===== src/sv/frd_pkg.sv =====
// ----------------------------------------------------------------------------
// frd_pkg
// Shared constants and types of the focuser reply deframer: frame codes,
// status codes and the result record handed from the parser to the output.
// ----------------------------------------------------------------------------
package frd_pkg;

	// frame framing constants
	localparam logic [7:0] START_BYTE = 8'h3b;
	localparam int HDR_BYTES = 3;

	// default data capacity and number of stored data byte slots
	localparam int MAX_DATA_BYTES_DEF = 4;
	localparam int DATA_SLOTS = 4;

	// field widths
	localparam int ADDR_W = 8;
	localparam int CNT_W = 3;
	localparam int DATA_W = 8 * DATA_SLOTS;
	localparam int TDATA_W = 64;

	// frame status codes
	typedef enum logic [1:0] {
		ST_OK   = 2'd0,
		ST_CSUM = 2'd1,
		ST_LEN  = 2'd2
	} frame_status_t;

	// one decoded frame
	typedef struct packed {
		logic [ADDR_W-1:0] source_addr;
		logic [ADDR_W-1:0] dest_addr;
		logic [ADDR_W-1:0] command_code;
		logic [CNT_W-1:0]  data_count;
		logic [DATA_W-1:0] data_word;
		frame_status_t     frame_status;
	} frame_res_t;

endpackage


===== src/sv/focuser_reply_deframer.sv =====
// ----------------------------------------------------------------------------
// focuser_reply_deframer
// Deframes replies of a byte-oriented serial link into one record per frame.
// ----------------------------------------------------------------------------
// Takes one received byte per cycle on the slave port, with no gaps needed.
// A frame is start byte 0x3b, count byte N (source, destination, command and
// data bytes), the N bytes and a two's complement checksum. Each frame gives
// one item on the master port, registered from the byte that ends it: the
// checksum byte, or the count byte when N is out of range (status bad length,
// all other fields zero). Results pass through an output register and a
// one-entry skid stage, so s_tready drops only when both hold an item that
// the master side has not yet taken.
module focuser_reply_deframer #(
	parameter int MAX_DATA_BYTES = frd_pkg::MAX_DATA_BYTES_DEF
) (
	input  logic                        clk,
	input  logic                        arst_n,
	input  logic                        s_tvalid,
	output logic                        s_tready,
	input  logic [7:0]                  s_tdata,   // rx_byte
	output logic                        m_tvalid,
	input  logic                        m_tready,
	// source_addr[7:0], dest_addr[15:8], command_code[23:16],
	// data_count[26:24], data_word[58:27], zero fill[63:59]
	output logic [frd_pkg::TDATA_W-1:0] m_tdata,
	output logic [1:0]                  m_tuser    // frame_status
);
	import frd_pkg::*;

	localparam int PackW = 3 * ADDR_W + CNT_W + DATA_W;

	logic       s_accept;
	logic       m_accept;
	logic       res_valid;
	logic       push;
	frame_res_t res;
	frame_res_t out_q;
	frame_res_t skid_q;
	logic       out_v_q;
	logic       skid_v_q;

	assign s_tready = !skid_v_q;
	assign s_accept = s_tvalid && s_tready;
	assign m_accept = out_v_q && m_tready;
	assign push = res_valid;

	// frame parser
	frd_parse #(
		.MAX_DATA_BYTES(MAX_DATA_BYTES)
	) u_parse (
		.clk      (clk),
		.arst_n   (arst_n),
		.in_valid (s_accept),
		.in_byte  (s_tdata),
		.res_valid(res_valid),
		.res      (res)
	);

	// output register and skid stage occupancy
	always_ff @(posedge clk or negedge arst_n) begin
		if (!arst_n) begin
			out_v_q <= 1'b0;
			skid_v_q <= 1'b0;
		end else if (!out_v_q) begin
			out_v_q <= push;
		end else if (m_accept) begin
			if (skid_v_q) begin
				skid_v_q <= push;
			end else begin
				out_v_q <= push;
			end
		end else if (push) begin
			skid_v_q <= 1'b1;
		end
	end

	// output register and skid stage contents
	always_ff @(posedge clk) begin
		if (!out_v_q) begin
			if (push) out_q <= res;
		end else if (m_accept) begin
			if (skid_v_q) begin
				out_q <= skid_q;
				if (push) skid_q <= res;
			end else if (push) begin
				out_q <= res;
			end
		end else if (push) begin
			skid_q <= res;
		end
	end

	// master port packing
	assign m_tvalid = out_v_q;
	assign m_tdata = TDATA_W'({out_q.data_word, out_q.data_count, out_q.command_code,
		out_q.dest_addr, out_q.source_addr});
	assign m_tuser = out_q.frame_status;

`ifndef ASSERT_OFF
	// skid stage only fills behind a full output register
	a_skid_behind_out: assert property (@(posedge clk) disable iff (!arst_n)
		skid_v_q |-> out_v_q)
		else $error("skid stage holds an item while output register is empty");

	// a bad length result carries no frame contents
	a_len_zero: assert property (@(posedge clk) disable iff (!arst_n)
		(m_tvalid && m_tuser == ST_LEN) |-> (m_tdata[PackW-1:0] == '0))
		else $error("bad length result with nonzero fields");

	// draining the skid stage keeps the output valid
	a_skid_drain: assert property (@(posedge clk) disable iff (!arst_n)
		(m_accept && skid_v_q) |=> m_tvalid)
		else $error("skid item lost on drain");

	// status never takes the unused code
	a_status_code: assert property (@(posedge clk) disable iff (!arst_n)
		m_tvalid |-> (m_tuser == ST_OK || m_tuser == ST_CSUM || m_tuser == ST_LEN))
		else $error("unused frame status code");
`endif

endmodule


===== src/sv/frd_parse.sv =====
// ----------------------------------------------------------------------------
// frd_parse
// Byte-wise frame parser: hunts for the start byte, checks the count byte,
// collects header and data bytes and checks the trailing checksum. Gives one
// result per frame in the same cycle as the byte that ends it.
// ----------------------------------------------------------------------------
module frd_parse #(
	parameter int MAX_DATA_BYTES = frd_pkg::MAX_DATA_BYTES_DEF
) (
	input  logic                clk,
	input  logic                arst_n,
	input  logic                in_valid,
	input  logic [7:0]          in_byte,
	output logic                res_valid,
	output frd_pkg::frame_res_t res
);
	import frd_pkg::*;

	localparam int MaxLen = MAX_DATA_BYTES + HDR_BYTES;
	localparam int LenW = $clog2(MaxLen + 1);

	typedef enum logic [1:0] {
		PH_HUNT  = 2'd0,
		PH_COUNT = 2'd1,
		PH_BODY  = 2'd2,
		PH_CSUM  = 2'd3
	} phase_t;

	phase_t             phase_q, phase_d;
	logic [LenW-1:0]    len_q, len_d;
	logic [LenW-1:0]    seen_q, seen_d;
	logic [7:0]         sum_q, sum_d;
	logic [7:0]         src_q, src_d;
	logic [7:0]         dst_q, dst_d;
	logic [7:0]         cmd_q, cmd_d;
	logic [DATA_W-1:0]  data_q, data_d;
	logic               len_bad;
	logic [7:0]         sum_chk;

	// count byte range check
	assign len_bad = (in_byte < 8'(HDR_BYTES)) || (in_byte > 8'(MaxLen));
	// sum of everything plus checksum must wrap to zero
	assign sum_chk = sum_q + in_byte;

	// next state and result
	always_comb begin
		phase_d = phase_q;
		len_d = len_q;
		seen_d = seen_q;
		sum_d = sum_q;
		src_d = src_q;
		dst_d = dst_q;
		cmd_d = cmd_q;
		data_d = data_q;
		res_valid = 1'b0;
		res = '0;
		case (phase_q)
			PH_COUNT: begin
				if (len_bad) begin
					phase_d = PH_HUNT;
					res_valid = in_valid;
					res.frame_status = ST_LEN;
				end else begin
					phase_d = PH_BODY;
					len_d = in_byte[LenW-1:0];
					seen_d = '0;
					sum_d = in_byte;
					src_d = '0;
					dst_d = '0;
					cmd_d = '0;
					data_d = '0;
				end
			end
			PH_BODY: begin
				sum_d = sum_chk;
				if (seen_q == LenW'(0)) src_d = in_byte;
				if (seen_q == LenW'(1)) dst_d = in_byte;
				if (seen_q == LenW'(2)) cmd_d = in_byte;
				// data bytes beyond the stored slots only enter the sum
				for (int k = 0; k < DATA_SLOTS; k++) begin
					if (seen_q == LenW'(k + HDR_BYTES)) data_d[8*k +: 8] = in_byte;
				end
				seen_d = seen_q + LenW'(1);
				if (seen_d >= len_q) phase_d = PH_CSUM;
			end
			PH_CSUM: begin
				phase_d = PH_HUNT;
				res_valid = in_valid;
				res.source_addr = src_q;
				res.dest_addr = dst_q;
				res.command_code = cmd_q;
				res.data_count = CNT_W'(len_q - LenW'(HDR_BYTES));
				res.data_word = data_q;
				res.frame_status = (sum_chk == 8'd0) ? ST_OK : ST_CSUM;
			end
			default: begin
				phase_d = (in_byte == START_BYTE) ? PH_COUNT : PH_HUNT;
			end
		endcase
	end

	// parser state, advanced once per accepted item
	always_ff @(posedge clk or negedge arst_n) begin
		if (!arst_n) begin
			phase_q <= PH_HUNT;
			len_q <= '0;
			seen_q <= '0;
		end else if (in_valid) begin
			phase_q <= phase_d;
			len_q <= len_d;
			seen_q <= seen_d;
		end
	end

	// frame contents
	always_ff @(posedge clk) begin
		if (in_valid) begin
			sum_q <= sum_d;
			src_q <= src_d;
			dst_q <= dst_d;
			cmd_q <= cmd_d;
			data_q <= data_d;
		end
	end

endmodule


===== config.mk =====
export PLATFORM = sky130hd
export DESIGN_NAME = focuser_reply_deframer
export DESIGN_NICKNAME = d
export VERILOG_FILES = /design/src/sv/frd_pkg.sv /design/src/sv/focuser_reply_deframer.sv /design/src/sv/frd_parse.sv
export SDC_FILE = /design/constraint.sdc
export NUM_CORES = 1
export LEC_CHECK = 0
export CORE_MARGIN = 2
export CORE_UTILIZATION = 44
export DETAILED_ROUTE_END_ITERATION = 7
export DONT_BUFFER_PORTS = 1
export HOLD_SLACK_MARGIN = 0.1
export PLACE_DENSITY = 0.61
export SKIP_CTS_REPAIR_TIMING = 1
export SYNTH_ARGS = -nofsm -noshare
export SYNTH_HDL_FRONTEND = slang
export SYNTH_HIERARCHICAL = 1
export SYNTH_SLANG_ARGS = --single-unit

===== constraint.sdc =====
create_clock -name clk -period 13.23 [get_ports clk]
set_input_delay 1.323 -clock clk [delete_from_list [all_inputs] [get_ports clk]]
set_output_delay 1.323 -clock clk [all_outputs]
set_load 0.005 [all_outputs]

---- After elaboration in Yosys (flattened, before gate mapping) ----
Cells that the tools add are included.
storage, ports and cells
  word-level logic and storage cells ...... 113
  output and inout bits ................... 68
  bits of input ports ..................... 12
  register bits ........................... 196
operators by class
  bitwise operators ....................... 1
  $lt $le $gt $ge ......................... 3
  mux-type cells .......................... 40
  equal/unequal tests ..................... 21
  add/sub/neg operators ................... 3
  reduce and logical (&&, ||, !) cells .... 20
operators with widths
  cell                count
  $mux 61             7
  $mux 8              9
  $pmux 32 s2         1
  $pmux 8 s2          4
  $mux 59             1
  $mux 32             1
  $reduce_and 4->1    7
  $ne 2x1->1 const B  9
  $eq 3x3->1 const B  3
  $mux 1              9
  $add 8x8->8         1
  $eq 8x6->1 const B  1
  $gt 8x3->1 const B  1
  $logic_not 8->1     1
  $lt 8x2->1 const B  1
  $eq 3x2->1 const B  2
  $mux 2              3
  $pmux 2 s3          1
  $pmux 3 s2          1
  $reduce_and 2->1    3
  $reduce_and 3->1    2
  $eq 2x2->1 const B  2
  $ne 2x2->1 const B  2
  $pmux 2 s2          1
  13 further kinds    15

---- Logic depth before layout (Yosys ltp) ----
Gate-level depths: netlist (run 1).
  word-level depth ........................ 8
  mapped depth ............................ 9
  depth with buffers taken out ............ 9

---- By module ----
Netlist (run 1), hierarchy kept.
by module, submodules not included
  module                  seq. area each (um^2)  area each (um^2)  cells each  times used
  focuser_reply_deframer  3,713.6                5,272.6           345         1
  frd_parse               2,122.0                3,485.8           282         1

---- Least setup slack after synthesis (run 1) ----
Ideal clock, no wire load.
  kind .................................... input to register
  start ................................... input port s_tdata[0]
  end ..................................... register skid_q[0] (netlist bit) (enable)
  path buffers ............................ 2
  library setup time ...................... 480 ps
  setup slack ............................. 7,962 ps
  arrival time ............................ 4,788 ps
  stages on the path ...................... 7
  cells stage by stage .................... a21oi_1 -> nor4_4 -> nor2_1 -> buf_6 -> buf_4 -> inv_1 -> nor2_1
RTL lines
  item                  RTL line                      RTL
  from (decl)           focuser_reply_deframer.sv:20  input logic [7:0] s_tdata,
  to (signal assigned)  focuser_reply_deframer.sv:84  if (push) skid_q <= res;
  to (signal assigned)  focuser_reply_deframer.sv:89  skid_q <= res;
  to (decl)             focuser_reply_deframer.sv:38  frame_res_t skid_q;

==> results of run 1 <==
per-layer routing:
layer / track usage, % / share of wire (%)
met1: 23.0 / 45
met2: 25.5 / 46
met3: 6.10 / 6.9
met4: 6.91 / 2.4
met5: 0 / 0
where the power goes:
group	switching (mW)	leakage [nW]	internal, mW	total (mW)
Clock	0.215	0.281	0.288	0.504
Combinational	0.0219	1.12	0.0210	0.0430
Sequential	0.0251	1.97	0.707	0.732
Total	0.262	3.38	1.02	1.28
stage by stage:
step | cell area [um2] | cells
after detailed placement | 8810 | 858
after global routing | 9390 | 890
after global placement | 8810 | 858
after CTS | 9390 | 890
final | 9390 | 890
after floorplan | 8770 | 631
worst min-delay path, cell delays in order (launching register included):
cell and delay [ns]:
edfxtp_1 0.32, nand2_1 0.05, o21ai_2 0.04
worst max-delay path by stage:
| stage | from | to | slack, ns | depth (start not counted) |
|---|---|---|---|---|
| CTS | s_tdata[6] | m_tdata[25] | 10.17 | 6 |
| global route | u_parse/phase_q[0] | m_tdata[30] | 9.96 | 5 |
| finish | s_tdata[6] | m_tdata[5] | 10.11 | 6 |
| floorplan | s_tdata[0] | skid_q[0] | 7.96 | 7 |
| global placement | s_tdata[6] | m_tdata[23] | 9.79 | 6 |
| detailed placement | s_tdata[6] | m_tuser[1] | 9.72 | 6 |
flip-flops by register name (all words and copies together), names as in the netlist, named ones only:
register,cells
skid_q,61
u_parse/dst_q,8
u_parse/sum_q,8
m_tvalid,1
m_tdata,59
u_parse/src_q,8
u_parse/len_q,3
u_parse/data_q,32
skid_v_q,1
u_parse/phase_q,1
u_parse/seen_q,3
u_parse/cmd_q,8
m_tuser,2
synthesized netlist by cell type, drive strengths merged, types with 2 or more instances:
cell / n
o21ai: 71
nand2b: 3
and3: 57
mux2: 3
ha: 16
and2: 18
dfrtp: 10
a41oi: 2
a21o: 2
inv: 12
buf: 23
clkbuf: 20
a211oi: 2
a21oi: 14
mux2i: 61
xor2: 3
nor2: 18
edfxtp: 186
xnor2: 4
nand2: 84
cell type report:
cell class | count | share of cell area [%]
flip-flops and latches | 196 | 62.2
multi-input cells | 380 | 27.3
clock buffers | 23 | 4.99
well taps | 265 | 3.53
clock inverters | 9 | 1.12
inverters | 12 | 0.480
repair buffers | 5 | 0.400
cell families after synthesis:
kind of cell	share of synthesized area [%]
compound gates	7.04
xor+xnor	0.700
fa+ha+maj	2.51
buf+inv	4.50
flops	66.6
mux	7.49
other cells	0.0428
simple gates	11.1
==> results.yml, run 1 <==
finish:
  antenna_cells: 0
  synthToLayoutAreaGrowth_pct: 7.16
  drive_gt1_share_pct: 11.5
  final_common_cell: "edfxtp_1"
  final_nets: 641
  multiInputGateArea_um2: 2560
  post-route-util_pct: 48.1
  nFillCells: 1752
  seqCellArea_um2: 5840
  layout_common_cells: "edfxtp_1 (186), nand2_1 (81), mux2i_1 (61)"
synthesis:
  ys_seq_area_share_pct: 66.6
  synth_top_cell_by_area: "edfxtp_1"
  synth_edf_count: 186
  syn-instance-count: 627
  ys_seq_elements: 196
  ys_warn_count: 6
  synth_top_flop_cell: "edfxtp_1"
  synth_area_leaders: "edfxtp_1 (64%), mux2i_1 (7.0%), and3_1 (4.1%)"
  synth_top_area_share_pct: 63.8
  synth_cell_types: 49
  synth_area_per_cell_um2: 14.0
  async_flop_share_pct: 5.10
  syn_area_um2: 8760
sta:
  finClkSkew_ns: 0.00718
  worst_pin_slew_ns: 1.16
  timing.hold.ws_ns: 0.522
  fmax_mhz: 321
  setup_viol: 0
  relSlewSlack_pct: 22.6
  layout_setup_ws_ns: 10.11
  tns_ns: 0
  slew_viol_final: 0
  fin_crit_sh_pct: 23.6
  finalHoldViolCount: 0
  fin_crit_ns: 3.12
  rsz0062_at_grt: "no"
die:
  rows: 51
  die_h_um: 145
  die_w_um: 145
  die_area_um2: 21000
  core_area_um2: 19500
  ios: 80
  initial_utilization_pct: 44.9
outcome:
  status: "finished clean"
setup_path:
  rr_worst_depth: 5
  r2r_slack_ns: 10.19
  worstSetupPathType: "in2reg"
  r2r_end: "m_tdata[30]"
  critPathLaunchType: "input port"
  critPathTopFamily: "simple AND/OR/NAND/NOR gates"
  end_kind: "flop"
  r2r-start: "u_parse/phase_q[0]"
  path_buf_inv: 1
  crit_chain: "or4_4, nor4_4, nor2_4, buf_4, mux2i_1, o21ai_2"
  slowest_delay_ns: 0.54
  worstPathMaxFanout: 62
  critPathArrivalTime_ns: 3.27
  cp.required_ns: 13.38
  crit_slowest_cell: "or4_4"
worst_hold_path:
  worstHoldEndpoint: "m_tdata[18]"
  hp-start: "skid_q[39]"
  whs_path_depth: 2
  min-delay-path-class: "reg2reg"
placement:
  place_ws_ns: 9.72
  io_buffers: 0
  gp_congestion: 0.888
  hpwl_um: 10900
pwr:
  p_leak_nw: 3.38
  p_per_area_nw_per_um2: 136
  fin_total_pwr_mw: 1.28
  vdd_ir_drop_max_mv: 0.0944
detailed_routing:
  ant_nets: 0
  vias: 4782
  wl_per_cell_um: 19.5
  drcViolationCount: 0
  avgViaCountPerCell: 5.37
  drt_iter0_markers: 417
  routed_wirelength_um: 17400
  first_pass_iters: 5
global_routing:
  grt_max_degree: 100
  grt_antenna_before_repair: 0
  grt_pass1_wl_um: 28200
  grtUsageTotal_pct: 17.2
  grt_pass1_vias: 4957
  grt_overflow_total: 0
clock_tree:
  cts.sinks: 196
  numCtsBuffers: 17
  cts_buffer_depth: 2
  cts_tree: "done"
  clk-insertion-delay-late_ns: 0.43
  htree_levels: 4
  root_buffer: "clkbuf_16"
  clk_pin_slew_ns: 0.07
job:
  timing.max_cap.violations: 0
(Power assumes the default switching activity.)
==> inputs of run 2 (changes only) <==
ABC_AREA = 1   (was unset)
PLACE_DENSITY = 0.63   (was 0.61)
clock period = 2.73 ns   (was 13.23 ns; I/O delays follow)
==> run 2 against run 1 <==
Effect of this change: sequential share of layout area down 5.0 points; final cell count up 43%; clock skew up 0.0060 ns; clock power increased to 5.0 times the previous value; register-to-register slack worse by 9.8 ns; flip-flop and latch count stayed put.
==> results.yml, run 2 <==
sta:
  tns_ns: 0
  setup_viol: 0
  rsz0062_at_grt: "no"
  fin_crit_sh_pct: 86.1
  fin_crit_ns: 2.35
  finClkSkew_ns: 0.0132
  slew_viol_final: 0
  fmax_mhz: 425
  finalHoldViolCount: 0
  relSlewSlack_pct: 41.9
  worst_pin_slew_ns: 0.872
clock_tree:
  numCtsBuffers: 17
  clk_pin_slew_ns: 0.08
  cts.sinks: 196
  htree_levels: 4
  cts_buffer_depth: 2
  root_buffer: "clkbuf_16"
  clk-insertion-delay-late_ns: 0.44
  cts_tree: "done"
synthesis:
  yosys.area_share.simple_pct: 21.2
  synth_area_per_cell_um2: 9.45
  syn-instance-count: 983
  synth_compound_area_share_pct: 1.75
  synth_area_leaders: "edfxtp_1 (60%), nand2_1 (12%), inv_1 (8.6%)"
  synth_top_cell_by_area: "edfxtp_1"
  ys_seq_elements: 196
  synth_mux_area_share_pct: 0
  synth_xor_area_share_pct: 0.189
  synth_top_family_by_area: "simple AND/OR/NAND/NOR gates"
  synth.most_common_cell: "nand2_1"
  synth_edf_count: 186
  async_flop_share_pct: 5.10
  synth_top_area_share_pct: 60.1
  ys_warn_count: 6
  syn_area_um2: 9290
  synth_top_flop_cell: "edfxtp_1"
  synth_cell_types: 33
  synth_commonest_cells: "nand2_1 (301), inv_1 (214), edfxtp_1 (186), nor2_1 (92), nand3_1 (74)"
  synthAdderAreaFrac_pct: 2.37
  ys_seq_area_share_pct: 62.8
setup_path:
  r2r-start: "u_parse/sum_q[0]"
  end_kind: "flop"
  worstPathMaxFanout: 3
  critPathTopFamily: "simple AND/OR/NAND/NOR gates"
  critPathArrivalTime_ns: 2.55
  path_buf_inv: 1
  setup.worst_path.start: "u_parse/sum_q[0]"
  cp.required_ns: 2.92
  critPathLaunchType: "flop"
  crit_slowest_cell: "fa_1"
  worstSetupPathType: "reg2reg"
  crit_chain: "ha_1, fa_1, or2_2, nor2_1, nand3_1, nor2_1, nand2_1, nor2_1, nor2_1, inv_1, nand2_1, nand3_1, nand2_1"
  slowest_delay_ns: 0.46
  cpMostUsedCell: "nor2_1"
worst_hold_path:
  hp-start: "s_tdata[1]"
  min-delay-path-class: "in2reg"
pwr:
  p_seq_share_pct: 49.8
  vdd_ir_drop_max_mv: 0.561
  p_comb_share_pct: 24.4
  netSwitchingFraction_pct: 34.4
  power_switching_mw: 3.36
  p_leak_nw: 4.56
  p_int_mw: 6.40
  p_per_area_nw_per_um2: 956
  clockPowerShare_pct: 25.8
global_routing:
  grt.met1_usage_pct: 23.0
  grt_max_degree: 63
  grt_pass1_vias: 5468
  grt_pass1_wl_um: 29400
  grtUsageMet3_pct: 4.56
  grt_antenna_before_repair: 1
  grt_overflow_total: 0
  grt_busiest_layer: "met2"
  grtUsageTotal_pct: 17.4
  met2_usage_pct: 27.8
detailed_routing:
  wl_per_cell_um: 14.7
  drt_iter0_markers: 508
  avgViaCountPerCell: 4.65
  vias: 5919
  routed_wirelength_um: 18700
  drcViolationCount: 0
  first_pass_iters: 5
  ant_nets: 0
finish:
  drive_gt1_share_pct: 6.31
  layout_common_cells: "nand2_1 (299), inv_1 (213), edfxtp_1 (186)"
  top_register: "skid_q"
  final_common_cell: "nand2_1"
  synthToLayoutAreaGrowth_pct: 9.83
  nFillCells: 1939
  largest_reg_flops: 61
  antenna_cells: 0
  final_nets: 1014
  post-route-util_pct: 48.9
die:
  initial_utilization_pct: 44.5
  rows: 53
  core_area_um2: 20900
  ios: 80
  die_w_um: 149
  die_area_um2: 22300
  die_h_um: 149
placement:
  io_buffers: 0
  gp_congestion: 0.837
  hpwl_um: 11900
outcome:
  status: "finished clean"
job:
  timing.max_cap.violations: 0
run 2: cell types whose count changed after synthesis, sizes merged, moves of 10 or more:
| cell | before | now |
|---|---|---|
| and3 | 57 | 0 |
| nand3 | 1 | 76 |
| o21ai | 71 | 14 |
| nor2 | 18 | 95 |
| inv | 12 | 217 |
| clkbuf | 20 | 6 |
| nand2 | 84 | 304 |
| buf | 23 | 33 |
| mux2i | 61 | 0 |
| and2 | 18 | 0 |
run 2: cells by family (layout without fill, tap and decap cells):
family / after synthesis / after routing
other: 1 / 5
buffers and inverters: 257 / 268
flip-flops: 196 / 196
adder cells (fa/ha/maj): 17 / 17
AO/OA/AOI/OAI: 29 / 29
AND/OR/NAND/NOR: 481 / 481
XOR/XNOR: 2 / 2
run 2: final timing paths:
check / to / slack, ns / cells after the start
worst min register to register: m_tdata[14] / 0.51 / 2
worst max-delay path: m_tuser[0] / 0.38 / 13
worst min-delay path: u_parse/len_q[1] / 0.11 / 2
worst max register to register: m_tuser[0] / 0.38 / 13
min in group asynchronous: asynchronous set/reset pin / 0.25 / 1
max in group asynchronous: u_parse/len_q[0] / 2.13 / 1
run 2: worst register-to-register path, delay by kind of cell (launching register included):
kind / cells / cell delay, ns
and+or+nand+nor: 10 / 0.98
adders and majority gates: 2 / 0.70
buffers and inverters: 1 / 0.07
DFF: 1 / 0.37
run 2: stage by stage:
stage	setup slack [ns]	cells	hold WS (ns)	area [um2]	power [mW]
after global placement	0.432	1236	-0.0214	9560	7.27
after detailed placement	0.391	1236	-0.0214	9560	7.34
after CTS	0.374	1268	-0.496	10200	9.87
after global routing	0.156	1273	0.125	10200	10.4
after floorplan	0.292	987	-0.0226	9320	6.64
final	0.379	1273	0.109	10200	9.76
run 2: metal layers:
metal,part of all wire (%),vias up
met5,0.069,-
met4,2.3,2
met3,5.6,33
met2,47,134
met1,45,2710
li1,-,3040
run 2: cell type report:
cell class                 instances  area (um2)  area share [%]
sequential                       196        5840            57.2
clock inverter                    15         174            1.70
tap                              275         344            3.37
timing repair buffer              18         185            1.81
multi-input combinational        534        2410            23.6
inverter                         218         832            8.15
clock buffer                      17         425            4.17
run 2: power groups by stage:
| stage | Combinational, mW | Clock, mW | Sequential [mW] |
|---|---|---|---|
| 5_1_grt | 2.80 | 2.69 | 4.96 |
| 4_1_cts | 2.40 | 2.58 | 4.89 |
| 6_report | 2.38 | 2.52 | 4.86 |
| 3_3_place_gp | 2.33 | 0 | 4.94 |
| 2_1_floorplan | 1.87 | 0 | 4.77 |
| 3_5_place_dp | 2.38 | 0 | 4.96 |
